## config.mk

```make
export PLATFORM = sky130hd
export DESIGN_NAME = ggcc_front
export DESIGN_NICKNAME = d
export VERILOG_FILES = /design/src/ggcc_pkg.sv /design/src/ggcc_front.sv
export SDC_FILE = /design/constraint.sdc
export NUM_CORES = 1
export LEC_CHECK = 0
export BUFFER_PORTS_ARGS = -buffer_cell sky130_fd_sc_hd__buf_2
export CAP_MARGIN = 0
export CORE_UTILIZATION = 40
export DETAILED_ROUTE_END_ITERATION = 6
export PLACE_DENSITY = 0.59
export SYNTH_ARGS = -nofsm -noshare
export SYNTH_HDL_FRONTEND = slang
export SYNTH_SLANG_ARGS = --single-unit
```

## constraint.sdc

```tcl
create_clock -name clk -period 10 [get_ports clk]
set_clock_uncertainty 0.2 [all_clocks]
set_input_delay 1 -clock clk [delete_from_list [all_inputs] [get_ports clk]]
set_output_delay 1 -clock clk [all_outputs]
set_load 0.03 [all_outputs]
```

## src/ggcc_pkg.sv

```systemverilog
// ----------------------------------------------------------------------------
// ggcc_pkg
// Shared types and constants of the glyph cache controller.
// ----------------------------------------------------------------------------
`default_nettype none

package ggcc_pkg;

	localparam logic [7:0]  CONTROL_LIMIT  = 8'h20;
	localparam logic [7:0]  DOUBLE_LEAD    = 8'h80;
	localparam logic [7:0]  GBK_LEAD_BASE  = 8'h81;
	localparam logic [7:0]  GBK_TRAIL_BASE = 8'h40;
	localparam logic [7:0]  GBK_ROW        = 8'hBF;
	localparam logic [19:0] SINGLE_TAG     = 20'h10000;
	localparam logic [19:0] CONTROL_TAG    = 20'h80000;
	localparam logic [21:0] OFFSET_MAX     = 22'h3FFFFF;

	localparam int TAG_W   = 17;
	localparam int SLOT_W  = 10;
	localparam int LANES   = 8;
	localparam int LANE_W  = $clog2(LANES);
	localparam int QDEPTH  = 2;

	localparam logic [5:0]  FONT_SIZE_RESET    = 6'd16;
	localparam logic [10:0] SLOTS_IN_USE_RESET = 11'd256;

	localparam logic REG_FONT_SIZE    = 1'b0;
	localparam logic REG_SLOTS_IN_USE = 1'b1;

	typedef enum logic [1:0] {
		KIND_CONTROL = 2'd0,
		KIND_SINGLE  = 2'd1,
		KIND_DOUBLE  = 2'd2,
		KIND_BAD     = 2'd3
	} kind_t;

	typedef struct packed {
		kind_t       kind;
		logic [19:0] code;
		logic [21:0] offset;
	} item_t;

	typedef struct packed {
		kind_t             kind;
		logic [SLOT_W-1:0] slot;
		logic              hit;
		logic [19:0]       code;
		logic [21:0]       offset;
	} result_t;

	typedef enum logic [1:0] {
		B_IDLE,
		B_SEARCH,
		B_FILL,
		B_DONE
	} back_state_t;

endpackage

`default_nettype wire

```

## src/ggcc_front.sv

```systemverilog
// ----------------------------------------------------------------------------
// ggcc_front
// Classifies each character, forms its glyph code and its font ROM offset.
// ----------------------------------------------------------------------------
`default_nettype none

module ggcc_front (
	input  wire logic           clk,
	input  wire logic           arst_n,
	input  wire logic           push,
	output logic                full,
	input  wire logic [7:0]     lead_byte,
	input  wire logic [7:0]     trail_byte,
	input  wire logic [5:0]     font_size,
	output logic                q_push,
	output ggcc_pkg::item_t     q_item,
	input  wire logic           q_full
);
	import ggcc_pkg::*;

	logic        accept;
	kind_t       kind_d;
	logic [19:0] code_d;
	logic [14:0] mul_a_d;
	logic [8:0]  mul_b_d;
	logic [6:0]  row;
	logic [7:0]  col;
	logic [14:0] dbl_code;
	logic [3:0]  bytes_per_row;
	logic [8:0]  dbl_factor;
	logic [6:0]  single_size;

	logic        valid_s1;
	kind_t       kind_s1;
	logic [19:0] code_s1;
	logic [14:0] mul_a_s1;
	logic [8:0]  mul_b_s1;
	logic [23:0] product;
	logic [21:0] offset;

	assign full   = valid_s1 & q_full;
	assign accept = push & ~full;

	always_comb begin
		if (lead_byte < CONTROL_LIMIT) begin
			kind_d = KIND_CONTROL;
		end else if (lead_byte > DOUBLE_LEAD && trail_byte < GBK_TRAIL_BASE) begin
			kind_d = KIND_BAD;
		end else if (lead_byte > DOUBLE_LEAD) begin
			kind_d = KIND_DOUBLE;
		end else begin
			kind_d = KIND_SINGLE;
		end
	end

	assign row           = 7'(lead_byte - GBK_LEAD_BASE);
	assign col           = trail_byte - GBK_TRAIL_BASE;
	assign dbl_code      = 15'(row) * 15'(GBK_ROW) + 15'(col);
	assign bytes_per_row = 4'((7'(font_size) + 7'd7) >> 3);
	assign dbl_factor    = {5'd0, bytes_per_row} * {3'd0, font_size};
	assign single_size   = (font_size <= 6'd16) ? {1'b0, font_size} : {font_size, 1'b0};

	always_comb begin
		unique case (kind_d)
			KIND_CONTROL: begin
				code_d  = CONTROL_TAG | 20'(lead_byte);
				mul_a_d = '0;
				mul_b_d = '0;
			end
			KIND_SINGLE: begin
				code_d  = SINGLE_TAG | 20'(lead_byte);
				mul_a_d = 15'(lead_byte);
				mul_b_d = 9'(single_size);
			end
			KIND_DOUBLE: begin
				code_d  = 20'(dbl_code);
				mul_a_d = dbl_code;
				mul_b_d = dbl_factor;
			end
			default: begin
				code_d  = '0;
				mul_a_d = '0;
				mul_b_d = '0;
			end
		endcase
	end

	always_ff @(posedge clk or negedge arst_n) begin
		if (!arst_n) begin
			valid_s1 <= 1'b0;
		end else if (accept) begin
			valid_s1 <= 1'b1;
		end else if (q_push) begin
			valid_s1 <= 1'b0;
		end
	end

	always_ff @(posedge clk) begin
		if (accept) begin
			kind_s1  <= kind_d;
			code_s1  <= code_d;
			mul_a_s1 <= mul_a_d;
			mul_b_s1 <= mul_b_d;
		end
	end

	assign product = 24'(mul_a_s1) * 24'(mul_b_s1);
	assign offset  = (product > 24'(OFFSET_MAX)) ? OFFSET_MAX : product[21:0];

	assign q_push = valid_s1 & ~q_full;
	assign q_item = '{kind: kind_s1, code: code_s1, offset: offset};

endmodule

`default_nettype wire

```

---- Yosys cells after proc, flatten, opt, wreduce, memory -nomap -nowiden ----
Index checks and enable logic that the tools add are counted.
cells by class
  multipliers ............................. 3
  order comparisons ....................... 5
  bitwise logic cells ..................... 5
  eq/ne operators ......................... 2
  add/subtract/negate cells ............... 4
  reductions and logical operators ........ 3
  multiplexer cells ....................... 10
operator list
  operator                                                          number
  case mux 20 bit (3 select lines)                                  1
  case mux 15 bit (2 select lines)                                  1
  greater-than comparator 24 x 22 -> 1 bit (second input constant)  1
  multiplier 15 x 9 -> 24 bit                                       1
  two-way mux 22 bit                                                1
  case mux 9 bit (2 select lines)                                   1
  adder 15 x 8 -> 15 bit                                            1
  multiplier 7 x 8 -> 15 bit (second input constant)                1
  multiplier 4 x 6 -> 9 bit                                         1
  greater-than comparator 8 bit (second input constant)             1
  less-than comparator 8 x 6 -> 1 bit (second input constant)       1
  less-than comparator 8 x 7 -> 1 bit (second input constant)       1
  subtractor 8 x 7 -> 8 bit (second input constant)                 1
  adder 6 x 3 -> 7 bit (second input constant)                      1
  two-way mux 7 bit                                                 1
  subtractor 7 x 1 -> 7 bit (second input constant)                 1
  less-or-equal comparator 6 x 5 -> 1 bit (second input constant)   1
  two-way mux 2 bit                                                 3
  bitwise AND 1 bit                                                 3
  equality test 2 x 1 -> 1 bit (second input constant)              1
  equality test 2 bit (second input constant)                       1
  zero test 2 bit                                                   1
  two-way mux 1 bit                                                 2
  NOT 1 bit                                                         2
  other kinds (2)                                                   2
word-level totals
  logic and storage cells ................. 37
  output and inout bits ................... 46
  flip-flop bits (word level) ............. 47

---- Longest topological paths before layout ----
Gate-level depths: netlist of run 1.
  depth in word-level cells ............... 6
  mapped depth ............................ 21
  depth with buffers taken out ............ 19

---- Worst setup path before layout of run 1 ----
OpenSTA, ideal clock, no wires.
  path kind ............................... reg-to-output
  start point ............................. register mul_b_s1[8]
  end point ............................... output q_item[16] (netlist bit)
  arrival time ............................ 4.995 ns
  path slack .............................. 3.805 ns
  path buffers ............................ 3
  required time ........................... 8.800 ns
  cell stages (with the launch flop) ...... 21
  path through ............................ edfxtp_1 clkbuf_1 and2_1 fa_1 inv_1 fa_1 inv_1 fa_1 inv_1 fa_1 inv_1 ha_1 clkbuf_1 nand2_1 o21ai_0 a221o_1 o31ai_1 nand3b_1 mux2i_2 buf_6 o21ai_0
RTL lines
  element                 line               source
  from (decl)             ggcc_front.sv:37   logic [8:0] mul_b_s1;
  from (signal assigned)  ggcc_front.sv:103  mul_b_s1 <= mul_b_d;
  to (decl)               ggcc_front.sv:16   output ggcc_pkg::item_t q_item,

==> results.md, run 1 <==
* Status: completed
* Initial Utilization at 41.2%
* H-Tree Depth at 2
* Crit start category: register
* DRC at 0
* Area of the die at 22400 um2
* Clock buffer count from CTS at 5
* CP endpoint kind: output port
* Pwr Density at 298 nW/um2
* Die W at 150 um
* Synth unique cells at 54
* Port Buffers at 68
* Max Slew Vio Count at 0
* Crit-path max FO at 22
* Clk pin slew, worst setup/hold paths at 60 ps
* DIE HEIGHT at 150 um
* Row count at 53
* Max-cap violations at 0
* WS Path Type: reg2out
* Worst rel slew slack at 24.2%
* DRT Wirelength at 18100 um
* CTS sink cnt at 44
* Final Hold Fails at 0
* Final worst path period share at 69.2%
* Latest clock arrival within the worst-skew pair at 290 ps
* Critical Path RT at 8800 ps
* Maximum clock path buffer count at 2
* Cts hold-fix bufs at 0
* Post-CTS Setup Bufs at 0
* Final setup vio count at 0
* Post-layout min period at 6920 ps
* CTS tree: built
* Peak VDD IR at 0.239 mV
* Critical path startpoint: mul_b_s1[7]$_DFFE_PP_
* Synth warnings at 0
* RR Startpoint: valid_s1$_DFFE_PN0P_
* Post-Syn Instances at 974
* Post-cts repair resize count at 0
* Critical Path AT at 5720 ps
* Leakage at 0.00481 uW
* DRT Pass-1 Iters at 5
* WL per Instance at 13.9 um
* Fmax at 144 MHz
* Synth Flop Type: edfxtp_1
* Gr usage total at 17.2%
* Asr flop ratio synth at 2.27%
* R2R Setup Slk at 7940 ps
* Grt total ovfl at 0
* Starting DRC count in detailed routing at 278
* Core Area at 21200 um2
* TNS Setup at 0 ps
* Commonest non-fill, non-tap cell in the layout: inv_1
* Antenna Cells at 0
* Vias at 6342
* RSZ-0062 raised after global routing: false
* Hold crit path type: in2async
* EDFF count, synth at 43
* DP Worst Slack at 3250 ps
* Largest net degree at the start of global routing at 44
* Boundary Pins at 72
* Average size of a mapped cell at 8.97 um2
* Vias in the first global route at 6343
* Clk root buf: clkbuf_16
* Netlist Area Pre-Place at 8740 um2
* ANT nets after route at 0
* Total Nets Final at 1273
* Slew at the pin closest to its max-slew limit at 1140 ps
* Share of cells above drive strength 1 at 9.00%
* Area delta synth->final at 8.19%
* Commonest cells after routing, fill and taps aside: inv_1 (193), fa_1 (124), nand2_1 (111)
* Proportion of synthesized chip area in sequential cells at 15.1%
* Routability cong. at 0.830
* Initial antenna violation count at 0
* Vias/cell at 4.89
* HPWL after detailed placement at 15100 um
* Setup ws final at 3080 ps
* First-pass GRT wire length at 31200 um
* Number of synthesized register bits at 44
## routing by layer
metal,track usage [%],part of all wire (%),vias up
met3,0.823,2.8,16
met4,3.79,1.5,0
met1,25.2,51,3043
li1,-,-,3161
met5,0,0,-
met2,28.0,45,122
## power by group
part / leakage, uW / total, uW / internal, uW / switching, uW
combinational: 0.00429 / 2360 / 888 / 1470
sequential: 0.000437 / 276 / 241 / 35.0
clock: 0.0000814 / 186 / 117 / 68.5
total: 0.00481 / 2820 / 1250 / 1570
## critical path, stage by stage (launching register included)
cell	delay, ps
edfxtp_1	650
nand2_1	150
fa_1	510
fa_1	550
inv_1	50
fa_1	520
inv_1	50
fa_1	520
inv_1	40
ha_1	350
a21o_1	180
a21oi_1	200
nand2_1	140
o211ai_1	360
o211ai_1	200
mux2i_2	200
buf_4	310
or2b_1	250
buf_2	170
## cell type report
cell class | count | area, um2
multi-input cells | 708 | 6550
fillers | 2128 | 11800
clock buffers | 5 | 125
well taps | 275 | 344
repair buffers | 69 | 348
clock inverters | 3 | 42.5
inverters | 193 | 724
flip-flops and latches | 44 | 1320
## through the flow
step | cell area (um2) | util (%) | power [uW] | cells | hold WS (ps)
2_1_floorplan | 8740 | - | 2150 | 976 | 504
3_3_place_gp | 9290 | 43.8 | 2630 | 1289 | 474
3_5_place_dp | 9290 | 43.8 | 2650 | 1289 | 473
4_1_cts | 9450 | 44.5 | 2850 | 1297 | 270
5_1_grt | 9450 | 44.5 | 3170 | 1297 | 272
6_report | 9450 | 44.5 | 2820 | 1297 | 273
## cells in the mapped netlist, types with 4 or more instances
library cell,n,area [um2]
o311ai_0,6,52.6
nor3_1,13,65.1
inv_1,193,724
nand2b_1,20,125
xor2_1,17,149
a21o_1,16,120
a21boi_0,8,60.1
nand2_2,10,62.6
nand3_1,7,35.0
o21ai_0,16,80.1
fa_1,124,2480
xnor2_1,20,175
o211ai_1,4,30.0
nor2_1,35,131
edfxtp_1,43,1290
nor2b_1,18,113
and3_1,4,25.0
nand2_1,111,417
a221oi_1,4,35.0
ha_1,102,1280
clkbuf_1,25,93.8
o21a_1,4,30.0
and2_1,84,526
o21bai_1,7,52.6
a31oi_1,5,31.3
a21oi_1,35,175
## path summary, 6_finish.rpt
path                                         to  cells past startpoint
max                                   q_item[1]                     18
max in group asynchronous  valid_s1$_DFFE_PN0P_                      1
min in group clk           valid_s1$_DFFE_PN0P_                      2
min                        valid_s1$_DFFE_PN0P_                      1
max reg2reg                code_s1[7]$_DFFE_PP_                      2
min reg2reg                valid_s1$_DFFE_PN0P_                      2
## state kept, by name, summed over array words and instances, names as in the netlist
register / count
valid_s1: 1
kind_s1: 2
code_s1: 17
mul_a_s1: 15
mul_b_s1: 9
## kinds of logic after synthesis
group / synth area share [%]
XOR/XNOR: 3.71
AND/OR/NAND/NOR: 18.2
buffers and inverters: 10.1
multiplexers: 0.501
adder cells (fa/ha/maj): 43.0
flip-flops: 15.1
AO/OA/AOI/OAI: 9.34
other: 0.0429
Power figures use the tool's default switching activity.
==> run 2: changes to the inputs <==
--- a/config.mk
+++ b/config.mk
@@ -5,11 +5,12 @@
 export SDC_FILE = /design/constraint.sdc
 export NUM_CORES = 1
 export LEC_CHECK = 0
+export ABC_AREA = 1
 export BUFFER_PORTS_ARGS = -buffer_cell sky130_fd_sc_hd__buf_2
 export CAP_MARGIN = 0
 export CORE_UTILIZATION = 40
 export DETAILED_ROUTE_END_ITERATION = 6
-export PLACE_DENSITY = 0.59
+export PLACE_DENSITY = 0.61
 export SYNTH_ARGS = -nofsm -noshare
 export SYNTH_HDL_FRONTEND = slang
 export SYNTH_SLANG_ARGS = --single-unit
==> constraint.sdc (replaced) <==
create_clock -name clk -period 5.6 [get_ports clk]
set_clock_uncertainty 0.2 [all_clocks]
set_input_delay 0.56 -clock clk [delete_from_list [all_inputs] [get_ports clk]]
set_output_delay 0.56 -clock clk [all_outputs]
set_load 0.03 [all_outputs]
==> results.md, run 2 <==
* Status: completed
* TNS Setup at 0 ps
* Crit-path max FO at 6
* Worst path top cell family by delay: adder cells
* DRT Pass-1 Iters at 5
* Latest clock arrival within the worst-skew pair at 290 ps
* Die W at 155 um
* First-pass GRT wire length at 35300 um
* Final Hold Fails at 0
* Pwr Density at 562 nW/um2
* DRT Wirelength at 21700 um
* Initial Utilization at 41.0%
* Hold crit path type: reg2reg
* Clk root buf: clkbuf_16
* Regs by FF count: code_s1 (17), mul_a_s1 (15), mul_b_s1 (9)
* Post-Syn Instances at 1228
* Worst setup path endpoint: q_item[21]
* Port Buffers at 68
* Worst rel slew slack at 54.2%
* Fin cells at 1633
* Starting DRC count in detailed routing at 405
* Clk pin slew, worst setup/hold paths at 60 ps
* Post-layout min period at 5480 ps
* Netlist Area Pre-Place at 9300 um2
* Max Slew Vio Count at 0
* DRC at 0
* Grt total ovfl at 0
* Area of the die at 23900 um2
* Commonest cells after routing, fill and taps aside: inv_1 (331), nand2_1 (302), fa_1 (118)
* Post-synth top area share at 26.7%
* Crit path depth at 20
* Average size of a mapped cell at 7.58 um2
* Synth warnings at 0
* Max reg flops at 17
* Buf/Inv on CP at 6
* Max-cap violations at 0
* Commonest non-fill, non-tap cell in the layout: inv_1
* WL per Instance at 13.3 um
* Synth top cells by count: inv_1 (338), nand2_1 (326), fa_1 (124), ha_1 (102), nor2_1 (67)
* CP endpoint kind: output port
* EDFF count, synth at 43
* Yosys top cell by area: fa_1
* Core Area at 22700 um2
* Vias/cell at 4.66
* Slowest cell on the critical path: fa_2
* Critical Path AT at 4720 ps
* Leakage at 0.00653 uW
* Peak VDD IR at 0.773 mV
* Final Core Density at 49.5%
* Worst R2R End: code_s1[9]$_DFFE_PP_
* Top post-synthesis cells by area: fa_1 (27%), edfxtp_1 (14%), ha_1 (14%)
* CTS sink cnt at 44
* Initial antenna violation count at 0
* HPWL after detailed placement at 17000 um
* Gr usage total at 18.1%
* Synth unique cells at 41
* RR Startpoint: valid_s1$_DFFE_PN0P_
* Asr flop ratio synth at 2.27%
* Synth Flop Type: edfxtp_1
* Vias in the first global route at 7560
* Total Nets Final at 1599
* Dpl cells at 1559
* Largest net degree at the start of global routing at 44
* Routability cong. at 0.875
* WHS Path Cells at 2
* Clock buffer count from CTS at 5
* Vias at 7603
* Critical path startpoint: mul_b_s1[7]$_DFFE_PP_
* Cells along the critical path: buf_6 -> buf_4 -> nand2_1 -> inv_1 -> fa_2 -> fa_2 -> fa_1 -> inv_1 -> fa_1 -> inv_2 -> ha_4 -> nand2_2 -> nand2_2 -> a21oi_2 -> nand3_2 -> nand2_4 -> nand3_4 -> nand2_8 -> nand3_2 -> buf_6
* CTS tree: built
* DIE HEIGHT at 155 um
* Crit start category: register
* Antenna Cells at 0
* R2R cell count at 4
* Proportion of synthesized chip area in sequential cells at 14.1%
* Row count at 55
* Setup ws final at 124 ps
* Reg with most FFs: code_s1
* Overall Power at 6320 uW
* Final worst path period share at 97.8%
* R2R Setup Slk at 3960 ps
* Count leader, synth: inv_1
* WS Path Type: reg2out
* Maximum clock path buffer count at 2
* Final setup vio count at 0
* ANT nets after route at 0
* Area delta synth->final at 20.9%
* Share of cells above drive strength 1 at 20.3%
* Fmax at 183 MHz
* Fillers at 2182
* Critical Path RT at 4840 ps
* DP Worst Slack at 48.9 ps
* Slew at the pin closest to its max-slew limit at 686 ps
* Worst path max stage delay at 530 ps
* Number of synthesized register bits at 44
* Boundary Pins at 72
* H-Tree Depth at 2
run 2: layout make-up:
cell class	count	area, um2	area share [%]
clock buffer	5	125	1.11
timing repair buffer	142	1090	9.70
multi-input combinational	806	7010	62.3
sequential	44	1320	11.7
clock inverter	3	46.3	0.411
inverter	348	1310	11.6
tap	285	357	3.17
run 2: where the power goes:
part / switching (uW) / internal, uW / leakage (uW)
logic: 3210 / 2310 / 0.00601
registers: 30.4 / 421 / 0.000437
clock network: 133 / 212 / 0.0000804
total: 3380 / 2940 / 0.00653
run 2: repair_timing:
item / 4_1_cts / 5_1_grt
setup buffers: 25 / 33
pin swaps: 2 / 75
setup endpoints to repair: 22 / 22
endpoints found under the hold margin: 1 / 0
gates resized for setup: 6 / 164
cloned: 0 / 7
hold buffers: 1 / 0
run 2: worst min-delay path: stages (launching register included):
cell and delay [ps]:
dfrtp_1 340, nand2_1 70, nand2_1 50
run 2: through the flow:
| stage | cell area [um2] | hold WS [ps] |
|---|---|---|
| final | 11300 | 292 |
| after global routing | 11300 | 322 |
| after CTS | 10400 | 297 |
| after detailed placement | 9920 | 136 |
| after global placement | 9920 | 136 |
| after floorplan | 9310 | 64.4 |
run 2: routing by layer:
metal  GRT usage [%]  vias to the layer above  share of wire [%]
met5               0                        -                  0
met4            3.54                        0                1.6
met3            1.51                       21                2.6
met2            32.4                      133                 50
met1            24.0                     3582                 46
li1                -                     3867                  -
run 2: worst min path at each step:
stage | from | end
after CTS | valid_s1$_DFFE_PN0P_ | valid_s1$_DFFE_PN0P_
after floorplan | arst_n | valid_s1$_DFFE_PN0P_
after global placement | arst_n | valid_s1$_DFFE_PN0P_
final | valid_s1$_DFFE_PN0P_ | valid_s1$_DFFE_PN0P_
after detailed placement | arst_n | valid_s1$_DFFE_PN0P_
after global routing | q_full | valid_s1$_DFFE_PN0P_
run 2: cells by family after synthesis:
| group | count (synthesis) | synth area share [%] |
|---|---|---|
| fa+ha+maj | 226 | 40.4 |
| other cells | 1 | 0.0403 |
| compound gates | 66 | 4.05 |
| flops | 44 | 14.1 |
| xor+xnor | 22 | 2.07 |
| simple gates | 483 | 23.1 |
| buf+inv | 386 | 16.2 |
