**src/ggcc_pkg.sv**
```systemverilog
// ----------------------------------------------------------------------------
// ggcc_pkg
// Shared types and constants of the glyph cache controller.
// ----------------------------------------------------------------------------
`default_nettype none

package ggcc_pkg;

	localparam logic [7:0]  CONTROL_LIMIT  = 8'h20;
	localparam logic [7:0]  DOUBLE_LEAD    = 8'h80;
	localparam logic [7:0]  GBK_LEAD_BASE  = 8'h81;
	localparam logic [7:0]  GBK_TRAIL_BASE = 8'h40;
	localparam logic [7:0]  GBK_ROW        = 8'hBF;
	localparam logic [19:0] SINGLE_TAG     = 20'h10000;
	localparam logic [19:0] CONTROL_TAG    = 20'h80000;
	localparam logic [21:0] OFFSET_MAX     = 22'h3FFFFF;

	localparam int TAG_W   = 17;
	localparam int SLOT_W  = 10;
	localparam int LANES   = 8;
	localparam int LANE_W  = $clog2(LANES);
	localparam int QDEPTH  = 2;

	localparam logic [5:0]  FONT_SIZE_RESET    = 6'd16;
	localparam logic [10:0] SLOTS_IN_USE_RESET = 11'd256;

	localparam logic REG_FONT_SIZE    = 1'b0;
	localparam logic REG_SLOTS_IN_USE = 1'b1;

	typedef enum logic [1:0] {
		KIND_CONTROL = 2'd0,
		KIND_SINGLE  = 2'd1,
		KIND_DOUBLE  = 2'd2,
		KIND_BAD     = 2'd3
	} kind_t;

	typedef struct packed {
		kind_t       kind;
		logic [19:0] code;
		logic [21:0] offset;
	} item_t;

	typedef struct packed {
		kind_t             kind;
		logic [SLOT_W-1:0] slot;
		logic              hit;
		logic [19:0]       code;
		logic [21:0]       offset;
	} result_t;

	typedef enum logic [1:0] {
		B_IDLE,
		B_SEARCH,
		B_FILL,
		B_DONE
	} back_state_t;

endpackage

`default_nettype wire

```
**src/ggcc_queue.sv**
```systemverilog
// ----------------------------------------------------------------------------
// ggcc_queue
// Short request queue between the classifier and the cache lookup.
// ----------------------------------------------------------------------------
`default_nettype none

module ggcc_queue (
	input  wire logic             clk,
	input  wire logic             arst_n,
	input  wire logic             wr_en,
	input  wire ggcc_pkg::item_t  wr_item,
	output logic                  full,
	input  wire logic             rd_en,
	output ggcc_pkg::item_t       rd_item,
	output logic                  empty
);
	import ggcc_pkg::*;

	localparam int PTR_W = $clog2(QDEPTH);
	localparam int CNT_W = $clog2(QDEPTH + 1);

	item_t            entry_q [QDEPTH];
	logic [PTR_W-1:0] wr_ptr_q;
	logic [PTR_W-1:0] rd_ptr_q;
	logic [CNT_W-1:0] count_q;
	logic             do_wr;
	logic             do_rd;

	assign full    = (count_q == CNT_W'(QDEPTH));
	assign empty   = (count_q == '0);
	assign do_wr   = wr_en & ~full;
	assign do_rd   = rd_en & ~empty;
	assign rd_item = entry_q[rd_ptr_q];

	always_ff @(posedge clk or negedge arst_n) begin
		if (!arst_n) begin
			wr_ptr_q <= '0;
			rd_ptr_q <= '0;
			count_q  <= '0;
		end else begin
			if (do_wr) begin
				wr_ptr_q <= wr_ptr_q + 1'b1;
			end
			if (do_rd) begin
				rd_ptr_q <= rd_ptr_q + 1'b1;
			end
			if (do_wr && !do_rd) begin
				count_q <= count_q + 1'b1;
			end else if (do_rd && !do_wr) begin
				count_q <= count_q - 1'b1;
			end
		end
	end

	always_ff @(posedge clk) begin
		if (do_wr) begin
			entry_q[wr_ptr_q] <= wr_item;
		end
	end

endmodule

`default_nettype wire

```
**config.mk**
```make
export PLATFORM = sky130hd
export DESIGN_NAME = ggcc_queue
export DESIGN_NICKNAME = d
export VERILOG_FILES = /design/src/ggcc_pkg.sv /design/src/ggcc_queue.sv
export SDC_FILE = /design/constraint.sdc
export NUM_CORES = 1
export LEC_CHECK = 0
export BUFFER_PORTS_ARGS = -buffer_cell sky130_fd_sc_hd__clkbuf_2
export CAP_MARGIN = 30
export CORE_MARGIN = 2
export CORE_UTILIZATION = 40
export CTS_BUF_LIST = sky130_fd_sc_hd__clkbuf_16
export CTS_CLUSTER_DIAMETER = 50
export CTS_CLUSTER_SIZE = 30
export DETAILED_ROUTE_END_ITERATION = 7
export PLACE_DENSITY = 0.74
export SETUP_SLACK_MARGIN = 0.05
export SLEW_MARGIN = 20
export SYNTH_ARGS = -nofsm -noshare
export SYNTH_HDL_FRONTEND = slang
export SYNTH_SLANG_ARGS = --single-unit
```
**constraint.sdc**
```tcl
create_clock -name clk -period 6.7 [get_ports clk]
set_clock_uncertainty 0.15 [all_clocks]
set_input_delay 0.335 -clock clk [delete_from_list [all_inputs] [get_ports clk]]
set_output_delay 0.335 -clock clk [all_outputs]
set_load 0.005 [all_outputs]
```
Yosys cells after proc, flatten, opt, wreduce, memory -nomap -nowiden
Memories as Yosys holds them, arrays and structs flattened.
Index checks and enable logic that the tools add are counted.

word-level totals
  RAM bits = 88
  input bits = 48
  bits in registers = 4
  output and inout bits = 46
  memories kept = 1

memory list
  memory   words  bits a word  read ports  clocked after memory_dff  write ports  line              source
  entry_q  2      44           1           0                         1            ggcc_queue.sv:22  item_t entry_q [QDEPTH];

operators by class
  bitwise gates (word level) = 4
  multiplexer cells = 4
  add/sub/neg operators = 4
  reductions and logical operators = 6
  equality and inequality tests = 1

operator list
  cell                                                                number
  2-bit 2-to-1 mux                                                    2
  1-bit adder, second input constant                                  2
  2-bit by 1-bit adder with 2-bit output, second input constant       1
  1-bit AND                                                           2
  2-bit equality test, second input constant                          1
  1-bit logical AND                                                   2
  1-bit logical NOT                                                   2
  2-bit logical NOT                                                   1
  1-bit 2-to-1 mux                                                    2
  1-bit NOT                                                           2
  2-bit nonzero test                                                  1
  2-bit by 1-bit subtractor with 2-bit output, second input constant  1

Longest topological paths before layout
Gate-level depths: netlist (run 1).

  word-level depth = 7
  mapped depth = 7
  mapped depth without buffers = 7

Least setup slack after synthesis (run 1)
No wires, ideal clock.

  path type = reg-to-reg
  start = register count_q[0]
  end = memory entry_q[0][0] (netlist bit) (enable)
  data required time = 6.105 ns
  stages on the path, launching flop included = 4
  path slack = 3.605 ns
  arrival time = 2.499 ns
  cells stage by stage = dfrtp_1 > nand2b_1 > nand2_1 > nor2_1

on the way
  cells in the longest elaborated chain, start to end = 5

ends and longest elaborated chain
  what                                    line              source
  start, declared                         ggcc_queue.sv:25  logic [CNT_W-1:0] count_q;
  start signal, assigned                  ggcc_queue.sv:48  count_q <= count_q + 1'b1;
  start signal, assigned                  ggcc_queue.sv:50  count_q <= count_q - 1'b1;
  2-bit equality test                     ggcc_queue.sv:29  assign full = (count_q == CNT_W'(QDEPTH));
  1-bit NOT                               ggcc_queue.sv:31  assign do_wr = wr_en & ~full;
  1-bit AND                               ggcc_queue.sv:31
  1-bit 2-to-1 mux                        ggcc_queue.sv:56  if (do_wr) begin
  1-bit 2-to-1 mux (implied by the code)  ggcc_queue.sv:57  entry_q[wr_ptr_q] <= wr_item;
  end, declared                           ggcc_queue.sv:22

No other way between the ends.

==> results of run 1 <==
==> repair_timing <==
item / 4_1_cts / 5_1_grt
hold buffers: 1 / 0
hold endpoints to repair: 4 / 0
endpoints found under the setup margin: 0 / 0
==> where the power goes <==
group / internal [mW] / switching (mW)
logic: 0.319 / 0.264
clock network: 0.322 / 0.187
registers: 0.789 / 0.0385
==> Yosys cell counts, drive strengths merged <==
cell	count	share of area
and3	1	0.0018
buf	5	0.026
dfrtp	4	0.028
edfxtp	88	0.74
ha	1	0.0035
inv	2	0.0021
mux2	44	0.18
nand2	1	0.0010
nand2b	1	0.0018
nor2	3	0.0032
o21ai	1	0.0014
xnor2	3	0.0074
xor2	2	0.0049
==> flip-flops by register name, indices dropped and copies added (netlist names) <==
register,flops
entry_q,88
count_q,2
rd_ptr_q,1
wr_ptr_q,1
==> per-layer routing <==
| layer | vias to the layer above | global-route usage |
|---|---|---|
| met4 | 0 | 0.0601 |
| met3 | 10 | 0.0340 |
| met2 | 59 | 0.188 |
| li1 | 815 | - |
| met1 | 843 | 0.135 |
| met5 | - | 0 |
==> critical path: stages, from the launching register on <==
cell	delay (ps)
dfrtp_2	340
buf_4	590
mux2_2	420
clkbuf_2	110
==> final cells by class <==
| cell class | instances | area [µm²] |
|---|---|---|
| multi-input cells | 57 | 739 |
| flip-flops and latches | 92 | 2740 |
| diodes | 1 | 2.50 |
| clock inverters | 7 | 83.8 |
| well taps | 108 | 135 |
| repair buffers | 97 | 510 |
| fillers | 753 | 4230 |
| clock buffers | 9 | 225 |
| inverters | 2 | 7.51 |
==> per-stage QoR <==
step           instance area [µm²]  hold slack, ps  power [mW]
2_1_floorplan                 3570            -111        1.27
6_report                      4450            45.5        1.92
5_1_grt                       4450            36.7        2.02
3_3_place_gp                  4110          -0.257        1.42
4_1_cts                       4450            31.5        1.95
3_5_place_dp                  4130           0.635        1.44
==> worst max path at each step <==
| stage | startpoint | endpoint | slack [ps] | cells past startpoint |
|---|---|---|---|---|
| floorplan | count_q[0] | entry_q[0][0] | 3610 | 3 |
| global placement | count_q[0] | entry_q[1][20] | 4670 | 2 |
| detailed placement | count_q[0] | entry_q[0][32] | 4640 | 4 |
| CTS | rd_ptr_q | rd_item[22] | 4340 | 3 |
| global route | rd_ptr_q | rd_item[22] | 4290 | 3 |
| finish | rd_ptr_q | rd_item[22] | 4370 | 3 |
==> cells by family after synthesis <==
family	Yosys count
AOI/OAI and AO/OA	1
xor gates and xnor gates	5
adders and majority gates	1
buffers and inverters	7
DFF	92
muxes	44
and+or+nand+nor	6
==> flow_summary.json, run 1 <==
{
  "grt_first_pass_wirelength_um": 8210,
  "cts_sinks": 92,
  "nNetsFinal": 308,
  "place_inst": 355,
  "cts_htree_levels": 3,
  "setup_viol": 0,
  "cts_root_buf": "clkbuf_16",
  "fmax_mhz": 429,
  "fp.dieW_um": 98.5,
  "drc_errors": 0,
  "crit_path_max_fanout": 45,
  "min_to": "entry_q[1][13]",
  "drive_gt1_frac": 0.587,
  "hold_viol": 0,
  "avgSynthCellArea_um2": 22.9,
  "relSlewSlack": 0.452,
  "cts_max_path_buffers": 2,
  "postRouteAntennaNets": 0,
  "avgViaCountPerCell": 4.63,
  "min_path_type": "in2reg",
  "place_hpwl_um": 3650,
  "cts_tree": "built",
  "rsz0062_at_grt": "no",
  "die-area_mm2": 0.00970,
  "regToRegEndpoint": "entry_q[0][34]",
  "die_h_um": 98.5,
  "grt_util_all_layers": 0.114,
  "p_leak_nw": 1.83,
  "r2r_cells": 4,
  "synth-compound-area-share": 0.00140,
  "ys_ff_latch": 92,
  "final_common_cell": "clkbuf_2",
  "drt_iter0_drc": 33,
  "dr_wl_met2_um": 2800,
  "ys_types": 15,
  "clk_latency_ps": 320,
  "synthesis.area_mm2": 0.00357,
  "grt_max_degree": 46,
  "ys_warn_count": 0,
  "synth_top_family_by_area": "multiplexers",
  "syn2layout_area_growth_pct": 24.5,
  "drv_slew": 0,
  "routed.top_layer": "met4",
  "syn_inst": 156,
  "initial_core_util": 0.412,
  "wl_per_cell_um": 14.7,
  "hold_depth": 1,
  "cap_violations": 0,
  "wirelength_um": 5470,
  "syn_nets": 205,
  "rows": 34,
  "clkTransAtPathRegs_ps": 60,
  "port_buffers": 93,
  "ios": 94,
  "final_cell_mix": "clkbuf_2 (93), edfxtp_1 (88), mux2_4 (39)",
  "wl_met1_um": 2220,
  "postLayoutSetupSlackWorst_ps": 4370,
  "antenna_found_initial": 1,
  "wl_met3_um": 361,
  "timing.rr.start": "count_q[0]",
  "crit_path_end_kind": "primary output",
  "final_cells": 373,
  "cts_inserted_buffers": 9,
  "dr.pass1.iters": 4,
  "critPathRequiredTime_ps": 6210,
  "finish.utilization": 0.513,
  "gr-total-overflow": 0,
  "vdd_drop_max_mv": 0.217,
  "reg2reg_slack_ps": 4670,
  "ys_seq_area_frac": 0.768,
  "status": "finished, final reports clean",
  "power_density_mw_per_mm2": 431,
  "synth.area.mux_share": 0.180,
  "period_share": 0.348,
  "period_needed_ps": 2330,
  "gp_congestion": 0.656,
  "setup-tns-final_ps": 0,
  "grt_pass1_vias": 1669,
  "core_area_mm2": 0.00868,
  "cts_setup_buffers": 0,
  "dr_total_vias": 1727,
  "synth_xor_xnor_area_share": 0.0123,
  "crit_type": "reg2out",
  "worstHoldStart": "wr_item[13]",
  "synth-simple-area-share": 0.00771,
  "synth_adder_area_share": 0.00350,
  "dp_slack_ps": 4640,
  "cp_data_arrival_time_ps": 1850,
  "startpoint_type": "register",
  "post_cts_resized": 0,
  "worstMarginPinSlew_ps": 821
}
Power figures use the tool's default switching activity.
==> run 2: changes to the inputs <==
==> constraint.sdc (replaced) <==
create_clock -name clk -period 2.2 [get_ports clk]
set_clock_uncertainty 0.15 [all_clocks]
set_input_delay 0.11 -clock clk [delete_from_list [all_inputs] [get_ports clk]]
set_output_delay 0.11 -clock clk [all_outputs]
set_load 0.005 [all_outputs]
==> flow_summary.json, run 2 (synthesis gave the netlist of run 1 again) <==
{
  "setup-tns-final_ps": 0,
  "cts_sinks": 92,
  "die_h_um": 98.5,
  "postRouteAntennaNets": 0,
  "nFillCells": 697,
  "clk_latency_ps": 320,
  "port_buffers": 93,
  "avgViaCountPerCell": 4.50,
  "relSlewSlack": 0.736,
  "reg2reg_slack_ps": 470,
  "core_area_mm2": 0.00868,
  "largest_reg_flops": 88,
  "cp_slowest_stage_delay_ps": 380,
  "postLayoutSetupSlackWorst_ps": 438,
  "cts_htree_levels": 3,
  "startpoint_type": "register",
  "cap_violations": 0,
  "gr-total-overflow": 0,
  "crit_slowest_cell": "dfrtp_2",
  "worst-path-buf-inv": 2,
  "fmax_mhz": 567,
  "clkTransAtPathRegs_ps": 60,
  "initial_core_util": 0.412,
  "crit_path_end_kind": "primary output",
  "dr.pass1.iters": 4,
  "drt_iter0_drc": 81,
  "grt_max_degree": 30,
  "worstMarginPinSlew_ps": 396,
  "top_regs": "entry_q: 88 flops, count_q: 2 flops",
  "grt_first_pass_wirelength_um": 9450,
  "period_needed_ps": 1760,
  "die-area_mm2": 0.00970,
  "r2r_cells": 4,
  "critical_path.top_delay_family": "buffers and inverters",
  "vdd_drop_max_mv": 0.670,
  "cts_root_buf": "clkbuf_16",
  "grt_util_all_layers": 0.129,
  "drive_gt1_frac": 0.513,
  "final_cell_mix": "clkbuf_2 (93), edfxtp_1 (88), dlygate4sd3_1 (48)",
  "regMostFlops": "entry_q",
  "period_share": 0.801,
  "critPathRequiredTime_ps": 1940,
  "cts_tree": "built",
  "place_hpwl_um": 3830,
  "dr_total_vias": 1901,
  "crit_path_max_fanout": 16,
  "wirelength_um": 6040,
  "ios": 94,
  "drc_errors": 0,
  "final_common_cell": "clkbuf_2",
  "p_leak_nw": 2.02,
  "cp_data_arrival_time_ps": 1500,
  "hold_depth": 2,
  "path_depth": 3,
  "nNetsFinal": 358,
  "cts_inserted_buffers": 9,
  "gp_congestion": 0.656,
  "syn2layout_area_growth_pct": 37.8,
  "rsz0062_at_grt": "no",
  "wl_per_cell_um": 14.3,
  "path_cells": "buf_4 > mux2_2 > clkbuf_2",
  "fp.dieW_um": 98.5,
  "antenna_found_initial": 0,
  "crit_type": "reg2out",
  "setup_viol": 0,
  "n_antenna_cell": 0,
  "drv_slew": 0,
  "hold_viol": 0,
  "cts_max_path_buffers": 2,
  "power_density_mw_per_mm2": 1190,
  "min_path_type": "in2reg",
  "status": "finished, final reports clean",
  "grt_pass1_vias": 1987,
  "dp_slack_ps": 450,
  "rows": 34,
  "finalPower_mw": 5.87
}
-- run 2: power breakdown --
part / internal [mW] / switching [mW] / total (mW)
Combinational: 1.05 / 0.822 / 1.87
Clock: 0.875 / 0.595 / 1.47
Sequential: 2.40 / 0.132 / 2.53
Total: 4.33 / 1.55 / 5.87
-- run 2: timing repair --
item                                   in CTS  in global routing
resized for setup                           0                  0
setup endpoints to repair                   0                  0
endpoints found under the hold margin      94                  0
buffers inserted                            0                  0
hold buffers                               48                  0
-- run 2: routing by layer --
layer	up-vias	GRT usage	share of wire
li1	907	-	-
met1	933	0.148	0.41
met2	54	0.223	0.52
met3	7	0.0376	0.054
met4	0	0.0569	0.011
met5	-	0	0
-- run 2: area by class of cell --
cell class                      count  area (µm²)  area share
Sequential cell                    92        2740       0.557
Timing Repair Buffer              147        1000       0.204
Multi-Input combinational cell     57         739       0.150
Clock buffer                        9         225      0.0458
Tap cell                          108         135      0.0275
Clock inverter                      7        67.6      0.0137
Inverter                            2        7.51     0.00153
-- run 2: worst register-to-register path, cell delays in order (launching register included) --
cell and delay [ps]:
dfrtp_1 430, nand2b_1 180, nand2_1 140, nor2_4 110
buf_4 360
-- run 2: worst paths after layout --
kind	from	endpoint
worst max-delay path	rd_ptr_q	rd_item[27]
worst min-delay path	wr_item[25]	entry_q[0][25]
worst max register to register	count_q[0]	entry_q[0][43]
worst min register to register	wr_ptr_q	wr_ptr_q
max in group asynchronous	arst_n	rd_ptr_q
min in group asynchronous	arst_n	count_q[1]
-- run 2: metrics by stage --
stage	area, µm²	hold WS [ps]	utilization	cells
after global routing	4920	358	0.567	422
after floorplan	3580	-336	-	156
after CTS	4920	347	0.567	422
after global placement	4150	-229	0.478	358
final	4920	358	0.567	422
after detailed placement	4150	-227	0.478	358
==> run 3: changes to the inputs <==
--- a/config.mk
+++ b/config.mk
@@ -13,7 +13,7 @@
 export CTS_CLUSTER_DIAMETER = 50
 export CTS_CLUSTER_SIZE = 30
 export DETAILED_ROUTE_END_ITERATION = 7
-export PLACE_DENSITY = 0.74
+export PLACE_DENSITY = 0.77
 export SETUP_SLACK_MARGIN = 0.05
 export SLEW_MARGIN = 20
 export SYNTH_ARGS = -nofsm -noshare
==> constraint.sdc (replaced) <==
create_clock -name clk -period 1.5 [get_ports clk]
set_clock_uncertainty 0.15 [all_clocks]
set_input_delay 0.075 -clock clk [delete_from_list [all_inputs] [get_ports clk]]
set_output_delay 0.075 -clock clk [all_outputs]
set_load 0.005 [all_outputs]
==> flow_summary.json, run 3 (synthesis gave the netlist of run 1 again) <==
{
  "grt_pass1_vias": 2080,
  "final_cell_mix": "clkbuf_2 (93), edfxtp_1 (88), dlygate4sd3_1 (47)",
  "syn2layout_area_growth_pct": 47.7,
  "core_area_mm2": 0.00868,
  "drc_errors": 0,
  "rsz0062_at_grt": "yes",
  "dr.pass1.iters": 4,
  "ios": 94,
  "drt_iter0_drc": 66,
  "drive_gt1_frac": 0.554,
  "critPathRequiredTime_ps": 1270,
  "worstMarginPinSlew_ps": 259,
  "drv_slew": 0,
  "worst-path-buf-inv": 2,
  "cts_htree_levels": 3,
  "avgViaCountPerCell": 4.54,
  "startpoint_type": "register",
  "grt_max_degree": 26,
  "setup-tns-final_ps": -5510,
  "place_area_mm2": 0.00424,
  "nNetsFinal": 371,
  "gr-total-overflow": 0,
  "port_buffers": 93,
  "violations": "setup timing",
  "top_regs": "entry_q: 88 flops, count_q: 2 flops",
  "die-area_mm2": 0.00970,
  "cap_violations": 0,
  "cts_tree": "built",
  "cts_inserted_buffers": 9,
  "period_share": 1.10,
  "crit_path_end_kind": "primary output",
  "timing.rr.start": "count_q[0]",
  "min_to": "rd_ptr_q",
  "hold_viol": 0,
  "postRouteAntennaNets": 0,
  "die_h_um": 98.5,
  "wirelength_um": 6550,
  "cts_sinks": 92,
  "crit_type": "reg2out",
  "postLayoutSetupSlackWorst_ps": -147,
  "period_needed_ps": 1650,
  "relSlewSlack": 0.826,
  "critical_path.top_delay_family": "flip-flops",
  "regToRegEndpoint": "count_q[1]",
  "grt_util_all_layers": 0.130,
  "nFillCells": 668,
  "largest_reg_flops": 88,
  "clk_latency_ps": 330,
  "final_common_cell": "clkbuf_2",
  "fp.dieW_um": 98.5,
  "cts_root_buf": "clkbuf_16",
  "final_cells": 435,
  "reg2reg_slack_ps": -20,
  "path_cells": "buf_12 > mux2_4 > clkbuf_2",
  "finalPower_mw": 9.35,
  "n_antenna_cell": 0,
  "r2r_cells": 7,
  "rows": 34,
  "cts_max_path_buffers": 2,
  "clkTransAtPathRegs_ps": 70,
  "cp_slowest_stage_delay_ps": 410,
  "dr_total_vias": 1976,
  "setup_viol": 45,
  "antenna_found_initial": 0,
  "min_path_type": "in2reg",
  "p_leak_nw": 2.17,
  "regMostFlops": "entry_q",
  "grt_first_pass_wirelength_um": 9720,
  "vdd_drop_max_mv": 0.880,
  "initial_core_util": 0.412,
  "wl_per_cell_um": 15.1,
  "place_inst": 360,
  "cp_data_arrival_time_ps": 1420,
  "status": "finished, violations left",
  "worstHoldStart": "rd_en",
  "fin_area_mm2": 0.00528,
  "power_density_mw_per_mm2": 1770,
  "crit_slowest_cell": "dfrtp_2",
  "hold_depth": 4,
  "crit_path_max_fanout": 25,
  "gp_congestion": 0.670,
  "place_hpwl_um": 3960,
  "fmax_mhz": 607
}
[run 3: layout make-up]
cell class              count  area, µm²  share of cell area
clock buffers               9        225              0.0427
clock inverters             7       50.0             0.00948
inverters                   2       7.51             0.00142
multi-input cells          57        793               0.150
flip-flops and latches     92       2750               0.520
well taps                 108        135              0.0256
repair buffers            160       1320               0.250
[run 3: routing by layer]
layer	GRT usage	vias up	routed length, µm
met2	0.237	61	3410
met4	0.0379	0	38
met5	0	-	0
met3	0.0418	5	376
met1	0.147	966	2720
li1	-	944	-
[run 3: stage by stage]
| stage | setup WS, ps | hold slack (ps) | utilization |
|---|---|---|---|
| 2_1_floorplan | -353 | -371 | - |
| 4_1_cts | -169 | 43.2 | 0.585 |
| 3_3_place_gp | 47.9 | -264 | 0.489 |
| 5_1_grt | -206 | 109 | 0.608 |
| 3_5_place_dp | -28.2 | -260 | 0.489 |
| 6_report | -147 | 53.1 | 0.608 |
[run 3: worst max path at each step]
stage	cells past startpoint	startpoint	endpoint	slack [ps]
final	3	rd_ptr_q	rd_item[6]	-150
after global routing	3	rd_ptr_q	rd_item[8]	-210
after CTS	3	rd_ptr_q	rd_item[8]	-170
after detailed placement	7	count_q[0]	count_q[1]	-30
after global placement	7	count_q[0]	count_q[1]	50
after floorplan	3	count_q[0]	entry_q[0][0]	-350
[run 3: repair_timing]
item	in CTS	in global routing
resized for setup	7	5
setup buffers	3	2
hold buffers	47	0
cloned	1	7
hold endpoints to repair	93	0
endpoints found under the setup margin	95	103
pin swaps	4	1
[run 3: power breakdown]
part / switching (mW) / internal (mW)
Clock: 0.910 / 1.13
Combinational: 1.42 / 2.18
Sequential: 0.195 / 3.52
Total: 2.53 / 6.82
[run 3: worst min-delay path, delay by kind of cell]
kind	cells	cell delay (ps)
buf+inv	2	220
compound gates	1	150
xor+xnor	1	50
